**src/rtl/bresenham_line_rasterizer_defines.svh**
```systemverilog
// assertion macros for the line rasterizer
// used by the rtl files that carry concurrent checks; no other dependencies
`ifndef BRESENHAM_LINE_RASTERIZER_DEFINES_SVH
`define BRESENHAM_LINE_RASTERIZER_DEFINES_SVH
`ifndef SYNTH
// checked property, masked while reset is asserted
`define BLR_ASSERT(lbl, clk, rst_n, prop) \
    lbl: assert property (@(posedge clk) disable iff (!(rst_n)) (prop)) \
        else $error("blr check failed");
// checked property, also evaluated during reset
`define BLR_ASSERT_ALWAYS(lbl, clk, prop) \
    lbl: assert property (@(posedge clk) (prop)) \
        else $error("blr check failed");
`else
`define BLR_ASSERT(lbl, clk, rst_n, prop)
`define BLR_ASSERT_ALWAYS(lbl, clk, prop)
`endif
`endif

```
**src/rtl/blr_pkg.sv**
```systemverilog
// shared types and constants for the line rasterizer
// no dependencies
`default_nettype none

package blr_pkg;

    localparam int COLOR_BITS = 32;

    typedef enum logic {
        CMD_START = 1'b0,
        CMD_STEP  = 1'b1
    } t_cmd;

    // control from the input stage into the walker core
    typedef struct packed {
        logic fire;
        logic is_step;
    } t_core_ctl;

endpackage

`default_nettype wire

```
**src/rtl/blr_cmd_if.sv**
```systemverilog
// request channel of the line rasterizer: command, endpoints and color
// depends on blr_pkg for the color width
`default_nettype none

interface blr_cmd_if #(
    parameter int COORD_BITS = 10
);
    logic                         valid;
    logic                         ready;
    logic                         command;
    logic [COORD_BITS-1:0]        x_start;
    logic [COORD_BITS-1:0]        y_start;
    logic [COORD_BITS-1:0]        x_end;
    logic [COORD_BITS-1:0]        y_end;
    logic [blr_pkg::COLOR_BITS-1:0] line_color;

    modport source (
        output valid, command, x_start, y_start, x_end, y_end, line_color,
        input  ready
    );
    modport sink (
        input  valid, command, x_start, y_start, x_end, y_end, line_color,
        output ready
    );
endinterface

`default_nettype wire

```
**src/rtl/blr_pix_if.sv**
```systemverilog
// pixel channel of the line rasterizer
// depends on blr_pkg for the color width
`default_nettype none

interface blr_pix_if #(
    parameter int COORD_BITS = 10
);
    logic                           valid;
    logic                           ready;
    logic [COORD_BITS-1:0]          pixel_x;
    logic [COORD_BITS-1:0]          pixel_y;
    logic [blr_pkg::COLOR_BITS-1:0] pixel_color;
    logic                           last_pixel;

    modport source (
        output valid, pixel_x, pixel_y, pixel_color, last_pixel,
        input  ready
    );
    modport sink (
        input  valid, pixel_x, pixel_y, pixel_color, last_pixel,
        output ready
    );
endinterface

`default_nettype wire

```
**src/rtl/blr_core.sv**
```systemverilog
// line walker: octant setup on start, one bresenham step per step request
// depends on blr_pkg and the assertion macros header
`default_nettype none
`include "bresenham_line_rasterizer_defines.svh"

module blr_core #(
    parameter int COORD_BITS = 10
) (
    input  wire                             i_clk,
    input  wire                             i_rst_n,
    input  wire  blr_pkg::t_core_ctl        i_ctl,
    input  wire  [COORD_BITS-1:0]           i_x_start,
    input  wire  [COORD_BITS-1:0]           i_y_start,
    input  wire  [COORD_BITS-1:0]           i_x_end,
    input  wire  [COORD_BITS-1:0]           i_y_end,
    input  wire  [blr_pkg::COLOR_BITS-1:0]  i_color,
    output logic                            o_pix_valid,
    output logic [COORD_BITS-1:0]           o_pix_x,
    output logic [COORD_BITS-1:0]           o_pix_y,
    output logic [blr_pkg::COLOR_BITS-1:0]  o_pix_color,
    output logic                            o_last
);

    localparam int DW = COORD_BITS + 1;
    localparam int EW = COORD_BITS + 3;

    logic [COORD_BITS-1:0]          r_major, n_major;
    logic [COORD_BITS-1:0]          r_minor, n_minor;
    logic [COORD_BITS-1:0]          r_bound, n_bound;
    logic [DW-1:0]                  r_dmaj, n_dmaj;
    logic [DW-1:0]                  r_dmin, n_dmin;
    logic signed [EW-1:0]           r_err, n_err;
    logic                           r_dir, n_dir;
    logic                           r_xmaj, n_xmaj;
    logic [blr_pkg::COLOR_BITS-1:0] r_color, n_color;
    logic                           r_active, n_active;

    // setup terms
    logic [COORD_BITS-1:0] adx, ady;
    logic                  x_major;
    logic [COORD_BITS-1:0] ma, mb, na, nb;
    logic                  swap;

    // step terms
    logic [DW-1:0]         major_inc;
    logic                  last;
    logic signed [EW-1:0]  err_sum;
    logic signed [EW:0]    err_twice;
    logic                  minor_move;
    logic                  step_go;

    always_comb begin
        adx     = (i_x_end > i_x_start) ? (i_x_end - i_x_start) : (i_x_start - i_x_end);
        ady     = (i_y_end > i_y_start) ? (i_y_end - i_y_start) : (i_y_start - i_y_end);
        x_major = (adx >= ady);
        ma      = x_major ? i_x_start : i_y_start;
        mb      = x_major ? i_x_end   : i_y_end;
        na      = x_major ? i_y_start : i_x_start;
        nb      = x_major ? i_y_end   : i_x_end;
        swap    = (ma > mb);

        major_inc  = {1'b0, r_major} + DW'(1);
        last       = (major_inc == {1'b0, r_bound});
        err_sum    = r_err + $signed({2'b00, r_dmin});
        err_twice  = {err_sum, 1'b0};
        minor_move = (err_twice >= $signed({3'b000, r_dmaj}));
        step_go    = i_ctl.fire && i_ctl.is_step && r_active;

        n_major  = r_major;
        n_minor  = r_minor;
        n_bound  = r_bound;
        n_dmaj   = r_dmaj;
        n_dmin   = r_dmin;
        n_err    = r_err;
        n_dir    = r_dir;
        n_xmaj   = r_xmaj;
        n_color  = r_color;
        n_active = r_active;

        if (i_ctl.fire && !i_ctl.is_step) begin
            n_xmaj   = x_major;
            n_dmaj   = {1'b0, (x_major ? adx : ady)};
            n_dmin   = {1'b0, (x_major ? ady : adx)};
            n_major  = swap ? mb : ma;
            n_bound  = swap ? ma : mb;
            n_minor  = swap ? nb : na;
            // minor decreases when the far end lies below the near end
            n_dir    = swap ? (na < nb) : (nb < na);
            n_err    = '0;
            n_color  = i_color;
            n_active = (adx != '0) || (ady != '0);
        end else if (step_go) begin
            n_major = major_inc[COORD_BITS-1:0];
            if (minor_move) begin
                n_err   = err_sum - $signed({2'b00, r_dmaj});
                n_minor = r_dir ? (r_minor - COORD_BITS'(1)) : (r_minor + COORD_BITS'(1));
            end else begin
                n_err = err_sum;
            end
            if (last) begin
                n_active = 1'b0;
            end
        end
    end

    always_ff @(posedge i_clk) begin
        if (!i_rst_n) begin
            r_major  <= '0;
            r_minor  <= '0;
            r_bound  <= '0;
            r_dmaj   <= '0;
            r_dmin   <= '0;
            r_err    <= '0;
            r_dir    <= 1'b0;
            r_xmaj   <= 1'b0;
            r_color  <= '0;
            r_active <= 1'b0;
        end else begin
            r_major  <= n_major;
            r_minor  <= n_minor;
            r_bound  <= n_bound;
            r_dmaj   <= n_dmaj;
            r_dmin   <= n_dmin;
            r_err    <= n_err;
            r_dir    <= n_dir;
            r_xmaj   <= n_xmaj;
            r_color  <= n_color;
            r_active <= n_active;
        end
    end

    assign o_pix_valid = step_go;
    assign o_pix_x     = r_xmaj ? r_major : r_minor;
    assign o_pix_y     = r_xmaj ? r_minor : r_major;
    assign o_pix_color = r_color;
    assign o_last      = last;

    // error term stays below half the major span while a line is running
    logic err_in_range;
    assign err_in_range = ($signed({r_err, 1'b0}) < $signed({3'b000, r_dmaj}));

    `BLR_ASSERT(a_err_bound, i_clk, i_rst_n, r_active |-> err_in_range)
    `BLR_ASSERT(a_last_ends_line, i_clk, i_rst_n, (step_go && last) |=> !r_active)
    `BLR_ASSERT(a_no_zero_span, i_clk, i_rst_n, r_active |-> (r_dmaj != '0))

endmodule

`default_nettype wire

```
**src/rtl/bresenham_line_rasterizer.sv**
```systemverilog
// bresenham line rasterizer top: request register, walker core, pixel register
// depends on blr_pkg, blr_cmd_if, blr_pix_if, blr_core and the macros header
//
// usage:
//   i_cmd carries requests. a start request (command 0) loads both endpoints
//   and a color and produces no pixel. each step request (command 1) produces
//   one pixel on o_pix, walking the major axis from the lower end toward the
//   far end, which itself is not drawn; last_pixel marks the final one. a step
//   with no line running, or a start with equal endpoints, produces nothing.
//   a start while a line is running drops that line.
//   path: each request is captured in the request register when accepted, and
//   its pixel in the pixel register when that register can take a result.
//   throughput: one request per cycle while o_pix is not held off; each step
//   takes one add and compare of the error term, so steps run back to back.
//   stall: when o_pix is held off the pixel register keeps its pixel and the
//   request register fills; i_cmd.ready drops only once both are occupied.
//   reset (i_rst_n low, synchronous) empties both registers and leaves the
//   walker idle with no line loaded.
`default_nettype none
`include "bresenham_line_rasterizer_defines.svh"

module bresenham_line_rasterizer #(
    parameter int COORD_BITS = 10
) (
    input  wire         i_clk,
    input  wire         i_rst_n,
    blr_cmd_if.sink     i_cmd,
    blr_pix_if.source   o_pix
);

    logic                           r_in_valid;
    logic                           r_in_cmd;
    logic [COORD_BITS-1:0]          r_in_xs;
    logic [COORD_BITS-1:0]          r_in_ys;
    logic [COORD_BITS-1:0]          r_in_xe;
    logic [COORD_BITS-1:0]          r_in_ye;
    logic [blr_pkg::COLOR_BITS-1:0] r_in_color;

    logic                           r_out_valid;
    logic [COORD_BITS-1:0]          r_out_x;
    logic [COORD_BITS-1:0]          r_out_y;
    logic [blr_pkg::COLOR_BITS-1:0] r_out_color;
    logic                           r_out_last;

    logic                           advance;
    logic                           in_take;
    blr_pkg::t_core_ctl             ctl;

    logic                           core_valid;
    logic [COORD_BITS-1:0]          core_x;
    logic [COORD_BITS-1:0]          core_y;
    logic [blr_pkg::COLOR_BITS-1:0] core_color;
    logic                           core_last;

    // the held request moves on whenever the pixel register can take a result
    assign advance      = !r_out_valid || o_pix.ready;
    assign ctl.fire     = r_in_valid && advance;
    assign ctl.is_step  = (r_in_cmd == blr_pkg::CMD_STEP);
    assign i_cmd.ready  = !r_in_valid || advance;
    assign in_take      = i_cmd.valid && i_cmd.ready;

    always_ff @(posedge i_clk) begin
        if (!i_rst_n) begin
            r_in_valid <= 1'b0;
        end else if (in_take) begin
            r_in_valid <= 1'b1;
        end else if (ctl.fire) begin
            r_in_valid <= 1'b0;
        end
    end

    always_ff @(posedge i_clk) begin
        if (in_take) begin
            r_in_cmd   <= i_cmd.command;
            r_in_xs    <= i_cmd.x_start;
            r_in_ys    <= i_cmd.y_start;
            r_in_xe    <= i_cmd.x_end;
            r_in_ye    <= i_cmd.y_end;
            r_in_color <= i_cmd.line_color;
        end
    end

    blr_core #(
        .COORD_BITS (COORD_BITS)
    ) u_core (
        .i_clk       (i_clk),
        .i_rst_n     (i_rst_n),
        .i_ctl       (ctl),
        .i_x_start   (r_in_xs),
        .i_y_start   (r_in_ys),
        .i_x_end     (r_in_xe),
        .i_y_end     (r_in_ye),
        .i_color     (r_in_color),
        .o_pix_valid (core_valid),
        .o_pix_x     (core_x),
        .o_pix_y     (core_y),
        .o_pix_color (core_color),
        .o_last      (core_last)
    );

    always_ff @(posedge i_clk) begin
        if (!i_rst_n) begin
            r_out_valid <= 1'b0;
        end else if (advance) begin
            r_out_valid <= core_valid;
        end
    end

    always_ff @(posedge i_clk) begin
        if (advance && core_valid) begin
            r_out_x     <= core_x;
            r_out_y     <= core_y;
            r_out_color <= core_color;
            r_out_last  <= core_last;
        end
    end

    assign o_pix.valid       = r_out_valid;
    assign o_pix.pixel_x     = r_out_x;
    assign o_pix.pixel_y     = r_out_y;
    assign o_pix.pixel_color = r_out_color;
    assign o_pix.last_pixel  = r_out_last;

    `BLR_ASSERT(a_held_request_stays, i_clk, i_rst_n,
        (r_in_valid && !advance) |=> r_in_valid)
    `BLR_ASSERT(a_pixel_only_on_step, i_clk, i_rst_n,
        core_valid |-> (ctl.fire && ctl.is_step))
    `BLR_ASSERT_ALWAYS(a_reset_empties, i_clk,
        !i_rst_n |=> (!r_in_valid && !r_out_valid))

endmodule

`default_nettype wire
```
**src/flat_wrapper.sv**
```systemverilog
// flat-port wrapper written by rule: the top's interface ports become plain ports
module bresenham_line_rasterizer_flat 
#(
    parameter int COORD_BITS = 10
)
  (i_clk, i_rst_n, i_cmd_valid, i_cmd_command, i_cmd_x_start, i_cmd_y_start, i_cmd_x_end, i_cmd_y_end, i_cmd_line_color, i_cmd_ready, o_pix_valid, o_pix_pixel_x, o_pix_pixel_y, o_pix_pixel_color, o_pix_last_pixel, o_pix_ready);
  blr_cmd_if #(.COORD_BITS(COORD_BITS)) i_cmd_i ();
  blr_pix_if #(.COORD_BITS(COORD_BITS)) o_pix_i ();
  input  wire i_clk;
  input  wire i_rst_n;
  input wire logic [$bits(i_cmd_i.valid)-1:0] i_cmd_valid;
  input wire logic [$bits(i_cmd_i.command)-1:0] i_cmd_command;
  input wire logic [$bits(i_cmd_i.x_start)-1:0] i_cmd_x_start;
  input wire logic [$bits(i_cmd_i.y_start)-1:0] i_cmd_y_start;
  input wire logic [$bits(i_cmd_i.x_end)-1:0] i_cmd_x_end;
  input wire logic [$bits(i_cmd_i.y_end)-1:0] i_cmd_y_end;
  input wire logic [$bits(i_cmd_i.line_color)-1:0] i_cmd_line_color;
  output wire logic [$bits(i_cmd_i.ready)-1:0] i_cmd_ready;
  output wire logic [$bits(o_pix_i.valid)-1:0] o_pix_valid;
  output wire logic [$bits(o_pix_i.pixel_x)-1:0] o_pix_pixel_x;
  output wire logic [$bits(o_pix_i.pixel_y)-1:0] o_pix_pixel_y;
  output wire logic [$bits(o_pix_i.pixel_color)-1:0] o_pix_pixel_color;
  output wire logic [$bits(o_pix_i.last_pixel)-1:0] o_pix_last_pixel;
  input wire logic [$bits(o_pix_i.ready)-1:0] o_pix_ready;
  assign i_cmd_i.valid = i_cmd_valid;
  assign i_cmd_i.command = i_cmd_command;
  assign i_cmd_i.x_start = i_cmd_x_start;
  assign i_cmd_i.y_start = i_cmd_y_start;
  assign i_cmd_i.x_end = i_cmd_x_end;
  assign i_cmd_i.y_end = i_cmd_y_end;
  assign i_cmd_i.line_color = i_cmd_line_color;
  assign i_cmd_ready = i_cmd_i.ready;
  assign o_pix_valid = o_pix_i.valid;
  assign o_pix_pixel_x = o_pix_i.pixel_x;
  assign o_pix_pixel_y = o_pix_i.pixel_y;
  assign o_pix_pixel_color = o_pix_i.pixel_color;
  assign o_pix_last_pixel = o_pix_i.last_pixel;
  assign o_pix_i.ready = o_pix_ready;
  bresenham_line_rasterizer #(.COORD_BITS(COORD_BITS)) u_core (.i_clk(i_clk), .i_rst_n(i_rst_n), .i_cmd(i_cmd_i), .o_pix(o_pix_i));
endmodule
```
**config.mk**
```make
export PLATFORM = sky130hd
export DESIGN_NAME = bresenham_line_rasterizer_flat
export DESIGN_NICKNAME = d
export VERILOG_FILES = /design/src/rtl/blr_pkg.sv /design/src/rtl/blr_cmd_if.sv /design/src/rtl/blr_pix_if.sv /design/src/rtl/blr_core.sv /design/src/rtl/bresenham_line_rasterizer.sv /design/src/flat_wrapper.sv
export VERILOG_INCLUDE_DIRS = /design/src /design/src/rtl
export SDC_FILE = /design/constraint.sdc
export NUM_CORES = 1
export LEC_CHECK = 0
export ABC_AREA = 1
export ABC_CLOCK_PERIOD_IN_PS = 6450
export BUFFER_PORTS_ARGS = -buffer_cell sky130_fd_sc_hd__buf_4
export CAP_MARGIN = 20
export CORE_MARGIN = 8
export CORE_UTILIZATION = 49
export DETAILED_ROUTE_END_ITERATION = 10
export GPL_TIMING_DRIVEN = 0
export PLACE_DENSITY = 0.68
export SYNTH_ARGS = -nofsm -noshare
export SYNTH_HDL_FRONTEND = slang
export SYNTH_HIERARCHICAL = 1
export SYNTH_SLANG_ARGS = --single-unit
```
**constraint.sdc**
```tcl
create_clock -name i_clk -period 6.45 [get_ports i_clk]
set_input_delay 1.29 -clock i_clk [delete_from_list [all_inputs] [get_ports i_clk]]
set_output_delay 1.29 -clock i_clk [all_outputs]
set_load 0.02 [all_outputs]
```
## Word-level counts from Yosys, hierarchy flattened

Cells that the tools add are included.

| cells by class | value |
|---|---|
| add/subtract/negate cells | 9 |
| magnitude comparators | 7 |
| eq/ne operators | 1 |
| multiplexer cells | 26 |
| bitwise logic cells | 1 |
| reduce and logical (&&, ||, !) cells | 21 |

Operator list:

| cell | number |
|---|---|
| 10-bit 2-to-1 mux | 19 |
| 10-bit subtractor | 4 |
| 10-bit > comparator | 3 |
| 10-bit < comparator | 2 |
| 10-bit nonzero test | 2 |
| 14-bit by 11-bit >= comparator with 1-bit output | 1 |
| 13-bit by 11-bit adder with 13-bit output | 1 |
| 13-bit 2-to-1 mux | 1 |
| 13-bit by 11-bit subtractor with 13-bit output | 1 |
| 10-bit by 1-bit adder with 11-bit output, second input constant | 1 |
| 11-bit by 10-bit equality test with 1-bit output | 1 |
| 10-bit by 1-bit adder with 10-bit output, second input constant | 1 |
| 10-bit >= comparator | 1 |
| 10-bit by 1-bit subtractor with 10-bit output, second input constant | 1 |
| 2-bit nonzero test | 4 |
| 1-bit logical AND | 6 |
| 1-bit 2-to-1 mux | 6 |
| 2-bit AND reduction | 2 |
| 1-bit zero test | 3 |
| 1-bit logical OR | 3 |
| 2-bit OR reduction | 1 |
| 1-bit inverter | 1 |

| word-level totals | value |
|---|---|
| bits in registers | 226 |
| input bits | 77 |
| output and inout port bits | 55 |
| word-level logic and storage cells | 87 |

## Longest topological paths before layout

| logic depth | value |
|---|---|
| depth in word-level cells | 7 |
| depth in mapped cells | 42 |
| depth with buffers taken out | 38 |

## By module

The synthesis kept the hierarchy.

Modules (own cells, without submodules):

| module | instances | cells each | area an instance (um2) | sequential area each (um2) |
|---|---|---|---|---|
| blr_core | 1 | 1618 | 10099.7 | 1961.9 |
| bresenham_line_rasterizer | 1 | 143 | 3901.2 | 3823.7 |

## Worst setup path after synthesis

Ideal clock, no wire load.

| timing | value |
|---|---|
| kind | input port to flip-flop |
| from | input o_pix_ready |
| to | register u_core.r_out_last (netlist: u_core/o_pix.last_pixel) (enable) |
| setup time | 0.465 ns |
| data arrival time | 4.446 ns |
| required time | 5.985 ns |
| path slack | 1.538 ns |
| stages | 8 |
| path through | nor2_4 -> nor2_1 -> nand3_1 -> inv_1 -> clkbuf_1 -> buf_2 -> inv_1 -> nor2_1 |

RTL lines:

| item | line | source |
|---|---|---|
| start, declared | flat_wrapper.sv:24 | `input wire logic [$bits(o_pix_i.ready)-1:0] o_pix_ready;` |
| end signal, assigned | bresenham_line_rasterizer.sv:114 | `r_out_last <= core_last;` |
| end, declared | bresenham_line_rasterizer.sv:43 | `logic r_out_last;` |

## Final worst setup path

| timing | value |
|---|---|
| from | register u_core.r_in_xs[0] |
| to | register u_core.u_core.r_minor[6] |

| between the ends | value |
|---|---|
| word-level cells in the longest chain between the ends | 7 |
| elaborated cells between the ends (all ways) | 12 |
| those cells by class | add/sub (2); order compare (3); mux (7) |

Ends and longest elaborated chain:

| item | line | source |
|---|---|---|
| start, declared | bresenham_line_rasterizer.sv:33 | `logic [COORD_BITS-1:0] r_in_xs;` |
| start signal, assigned | bresenham_line_rasterizer.sv:75 | `r_in_xs <= i_cmd.x_start;` |
| 10-bit subtractor or 10-bit > comparator (tied branches) | blr_core.sv:53 | `adx = (i_x_end > i_x_start) ? (i_x_end - i_x_start) : (i_x_start - i_x_end);` |
| 10-bit 2-to-1 mux | blr_core.sv:53 |  |
| 10-bit >= comparator | blr_core.sv:55 | `x_major = (adx >= ady);` |
| 10-bit 2-to-1 mux, on equally long branches | blr_core.sv:56, blr_core.sv:57 |  |
| 10-bit > comparator | blr_core.sv:60 | `swap = (ma > mb);` |
| 10-bit 2-to-1 mux (*) | blr_core.sv:86 | `n_minor = swap ? nb : na;` |
| 10-bit 2-to-1 mux (*) | blr_core.sv:80 | `if (i_ctl.fire && !i_ctl.is_step) begin` |
| end signal, assigned | blr_core.sv:120 | `r_minor <= n_minor;` |
| end, declared | blr_core.sv:28 | `logic [COORD_BITS-1:0] r_minor, n_minor;` |

Mark *: on every way between the ends. The rest lies on a longest branch, timed or not.
A chain may end at the register's enable or synchronous reset.

==> flow_metrics.tcl <==
set metrics [dict create \
    rrSetupSlack_ns 0.59 \
    synth_edf_count 126 \
    cts_root_buffer "clkbuf_16" \
    hold_path.class "register to register" \
    period_minus_slack_ns 5.856 \
    wl_per_cell_um 17.17 \
    multi_input_area_um2 7071 \
    p_seq_share_pct 32.3 \
    crit_top_cell "nand2_1" \
    startpoint_type "register" \
    worst-slew-pin-transition_ns 0.6553 \
    combPwrFrac_pct 40.5 \
    n_fill_cell 2633 \
    area_growth_pct 16.71 \
    min_to "u_core/o_pix.pixel_color[25]" \
    synthesis.area_um2 14000 \
    synth_warnings 6 \
    p_leak_nw 7.708 \
    cp.required_ns 6.86 \
    crit_start "u_core/r_in_xs[0]" \
    start_util_pct 49.31 \
    final.period_utilization_pct 90.80 \
    via_per_inst 5.317 \
    ys_async_sr_fraction_pct 0 \
    row_count 62 \
    final_cell_area_um2 16340 \
    port_buffers 131 \
    drtIter0Drc 968 \
    cts_buffer_depth 3 \
    grt_max_degree 53 \
    min_from "u_core/u_core/o_pix_color[25]" \
    track_usage_pct 23.01 \
    die_area_um2 34240 \
    clkSinkCount 226 \
    postRouteAntennaNets 0 \
    synth_cell_type_count 47 \
    clock_latency_ns 0.52 \
    path_clk_slew_ns 0.06 \
    cts_hold_buf 0 \
    power_density_nw_per_um2 315.7 \
    gp_congestion 0.9689 \
    die_w_um 185.0 \
    postCtsSetupBuffers 0 \
    r2r_cells 33 \
    postLayoutCoreUtil_pct 57.55 \
    setup_viol 0 \
    post_cts_resized 0 \
    drv_slew 0 \
    dpl_cell_area_um2 15520 \
    rsz0062_at_grt "false" \
    hold_viol_final 0 \
    p_clk_share_pct 27.1 \
    mostFrequentLayoutCells "nand2_1 (505), inv_1 (216), nand3_1 (135), buf_4 (134), edfxtp_1 (126)" \
    rr_startpoint "u_core/r_in_xs[0]" \
    whs_ns 0.4342 \
    drt-total-wl_um 39890 \
    max-slew-margin-rel_pct 56.31 \
    drive_above_1_share_pct 13.05 \
    io_pins 132 \
    p_switching_mw 1.980 \
    ir_drop_mv 0.2308 \
    seqCellArea_um2 5786 \
    fin_nets 2110 \
    cp_data_arrival_time_ns 6.27 \
    maxCapViolCount 0 \
    grt_pass1_vias 11830 \
    yosysSeqAreaShare_pct 41.32 \
    ys.flop_type "edfxtp_1" \
    synth_seq_cells 226 \
    critPathMaxFanout 10 \
    vias 12350 \
    synthesis.nets 1951 \
    cp_slowest_stage_delay_ns 0.51 \
    coreArea_um2 28390 \
    htreeDepth 1 \
    swShare_pct 38.38 \
    numCtsBuffers 24 \
    r2r-end "u_core/u_core/r_minor[6]" \
    dp_hpwl_um 31710 \
    cp-end-kind "register" \
    grt-ovfl-total 0 \
    cell_internal_pwr_mw 3.179 \
    run_status "completed" \
    grt_pass1_wl_um 62670 \
    fmax_mhz 170.8 \
    drc 0 \
    setup_tns_ns 0 \
    drt_pass1_iterations 5 \
    cts_tree "done" \
    critPathKind "register to register" \
    hold_path_depth 0 \
    p_total_mw 5.159 \
    final_common_cell "nand2_1" \
    antenna_found_initial 0 \
    worst_path_max_delay_cell "edfxtp_1" \
    skew_ns 0.009767 \
    syn_avg_cell_area_um2 7.951 \
    dieHeight_um 185.0 \
    synthCells 1761 \
]
## metal layers
metal	vias to the layer above	global-route usage, %	part of all wire (%)
li1	6186	-	-
met1	5743	29.94	44
met2	362	38.76	47
met3	61	4.100	6.3
met4	0	6.498	2.6
met5	-	0	0
## how the worst max path moves through the flow
stage,to,slack [ns],cells past startpoint
after CTS,u_core/u_core/r_minor[6],0.64,33
after detailed placement,u_core/u_core/r_minor[6],0.68,33
after global placement,u_core/o_pix.pixel_x[0],-0.04,9
after floorplan,u_core/o_pix.last_pixel,1.54,8
final,u_core/u_core/r_minor[6],0.59,33
after global routing,u_core/u_core/r_minor[4],0.1,34
## through the flow
stage                     std cells  setup slack (ns)
after floorplan                1761             1.538
after global placement         2276          -0.04287
after detailed placement       2278            0.6848
after CTS                      2322            0.6362
after global routing           2322           0.09902
final                          2323            0.5937
## state kept, by name (all words and copies together), names as in the netlist, 13 cells and up
name                       cells
u_core/u_core/r_err           13
u_core/u_core/o_pix_color     32
u_core/o_pix.pixel_color      32
u_core/r_in_color             32
## worst max-delay path: cells and delay by family (launching register included)
kind                     cells  cell delay, ns
adder cells (fa/ha/maj)      4            1.21
buffers and inverters        7            1.08
AO/OA/AOI/OAI                4            0.79
XOR/XNOR                     1            0.17
AND/OR/NAND/NOR             17            1.98
flip-flops                   1            0.51
## power groups by stage
stage                     Combinational [mW]  Sequential, mW  Clock (mW)
after floorplan                         1.54            1.67           0
after global placement                  2.01            1.70           0
after detailed placement                2.04            1.70           0
after CTS                               2.06            1.67        1.43
after global routing                    2.36            1.68        1.49
final                                   2.09            1.67        1.40
## cells in the mapped netlist (18+ instances only)
master	instances	area, um2
nand3_1	135	675.7
a22o_1	32	280.3
buf_2	18	90.09
nand4_1	40	250.2
ha_1	106	1326
o221ai_1	19	166.4
a21oi_1	69	345.3
dfxtp_1	100	2002
nand2_1	505	1896
edfxtp_1	126	3784
nor2_1	106	397.9
xor2_1	27	236.5
inv_1	217	814.5
clkbuf_1	30	112.6
o21ai_0	70	350.3
## area by class of cell
type | count | area share, %
tap | 384 | 2.940
timing repair buffer | 133 | 6.309
inverter | 226 | 5.222
sequential | 226 | 35.41
multi-input combinational | 1249 | 43.27
clock inverter | 13 | 0.9112
antenna | 1 | 0.01531
clock buffer | 31 | 4.081
buffer | 60 | 1.845
## kinds of logic (layout without fill, tap and decap cells)
group	after synthesis	after routing	share of synthesized area, %
AOI/OAI and AO/OA	249	249	11.14
xor gates and xnor gates	39	39	2.440
adders and majority gates	113	113	10.47
buffers and inverters	286	463	8.231
DFF	226	226	41.32
other	0	1	0
and+or+nand+nor	848	848	26.39
Note: power is estimated with default switching activity, not from simulation.
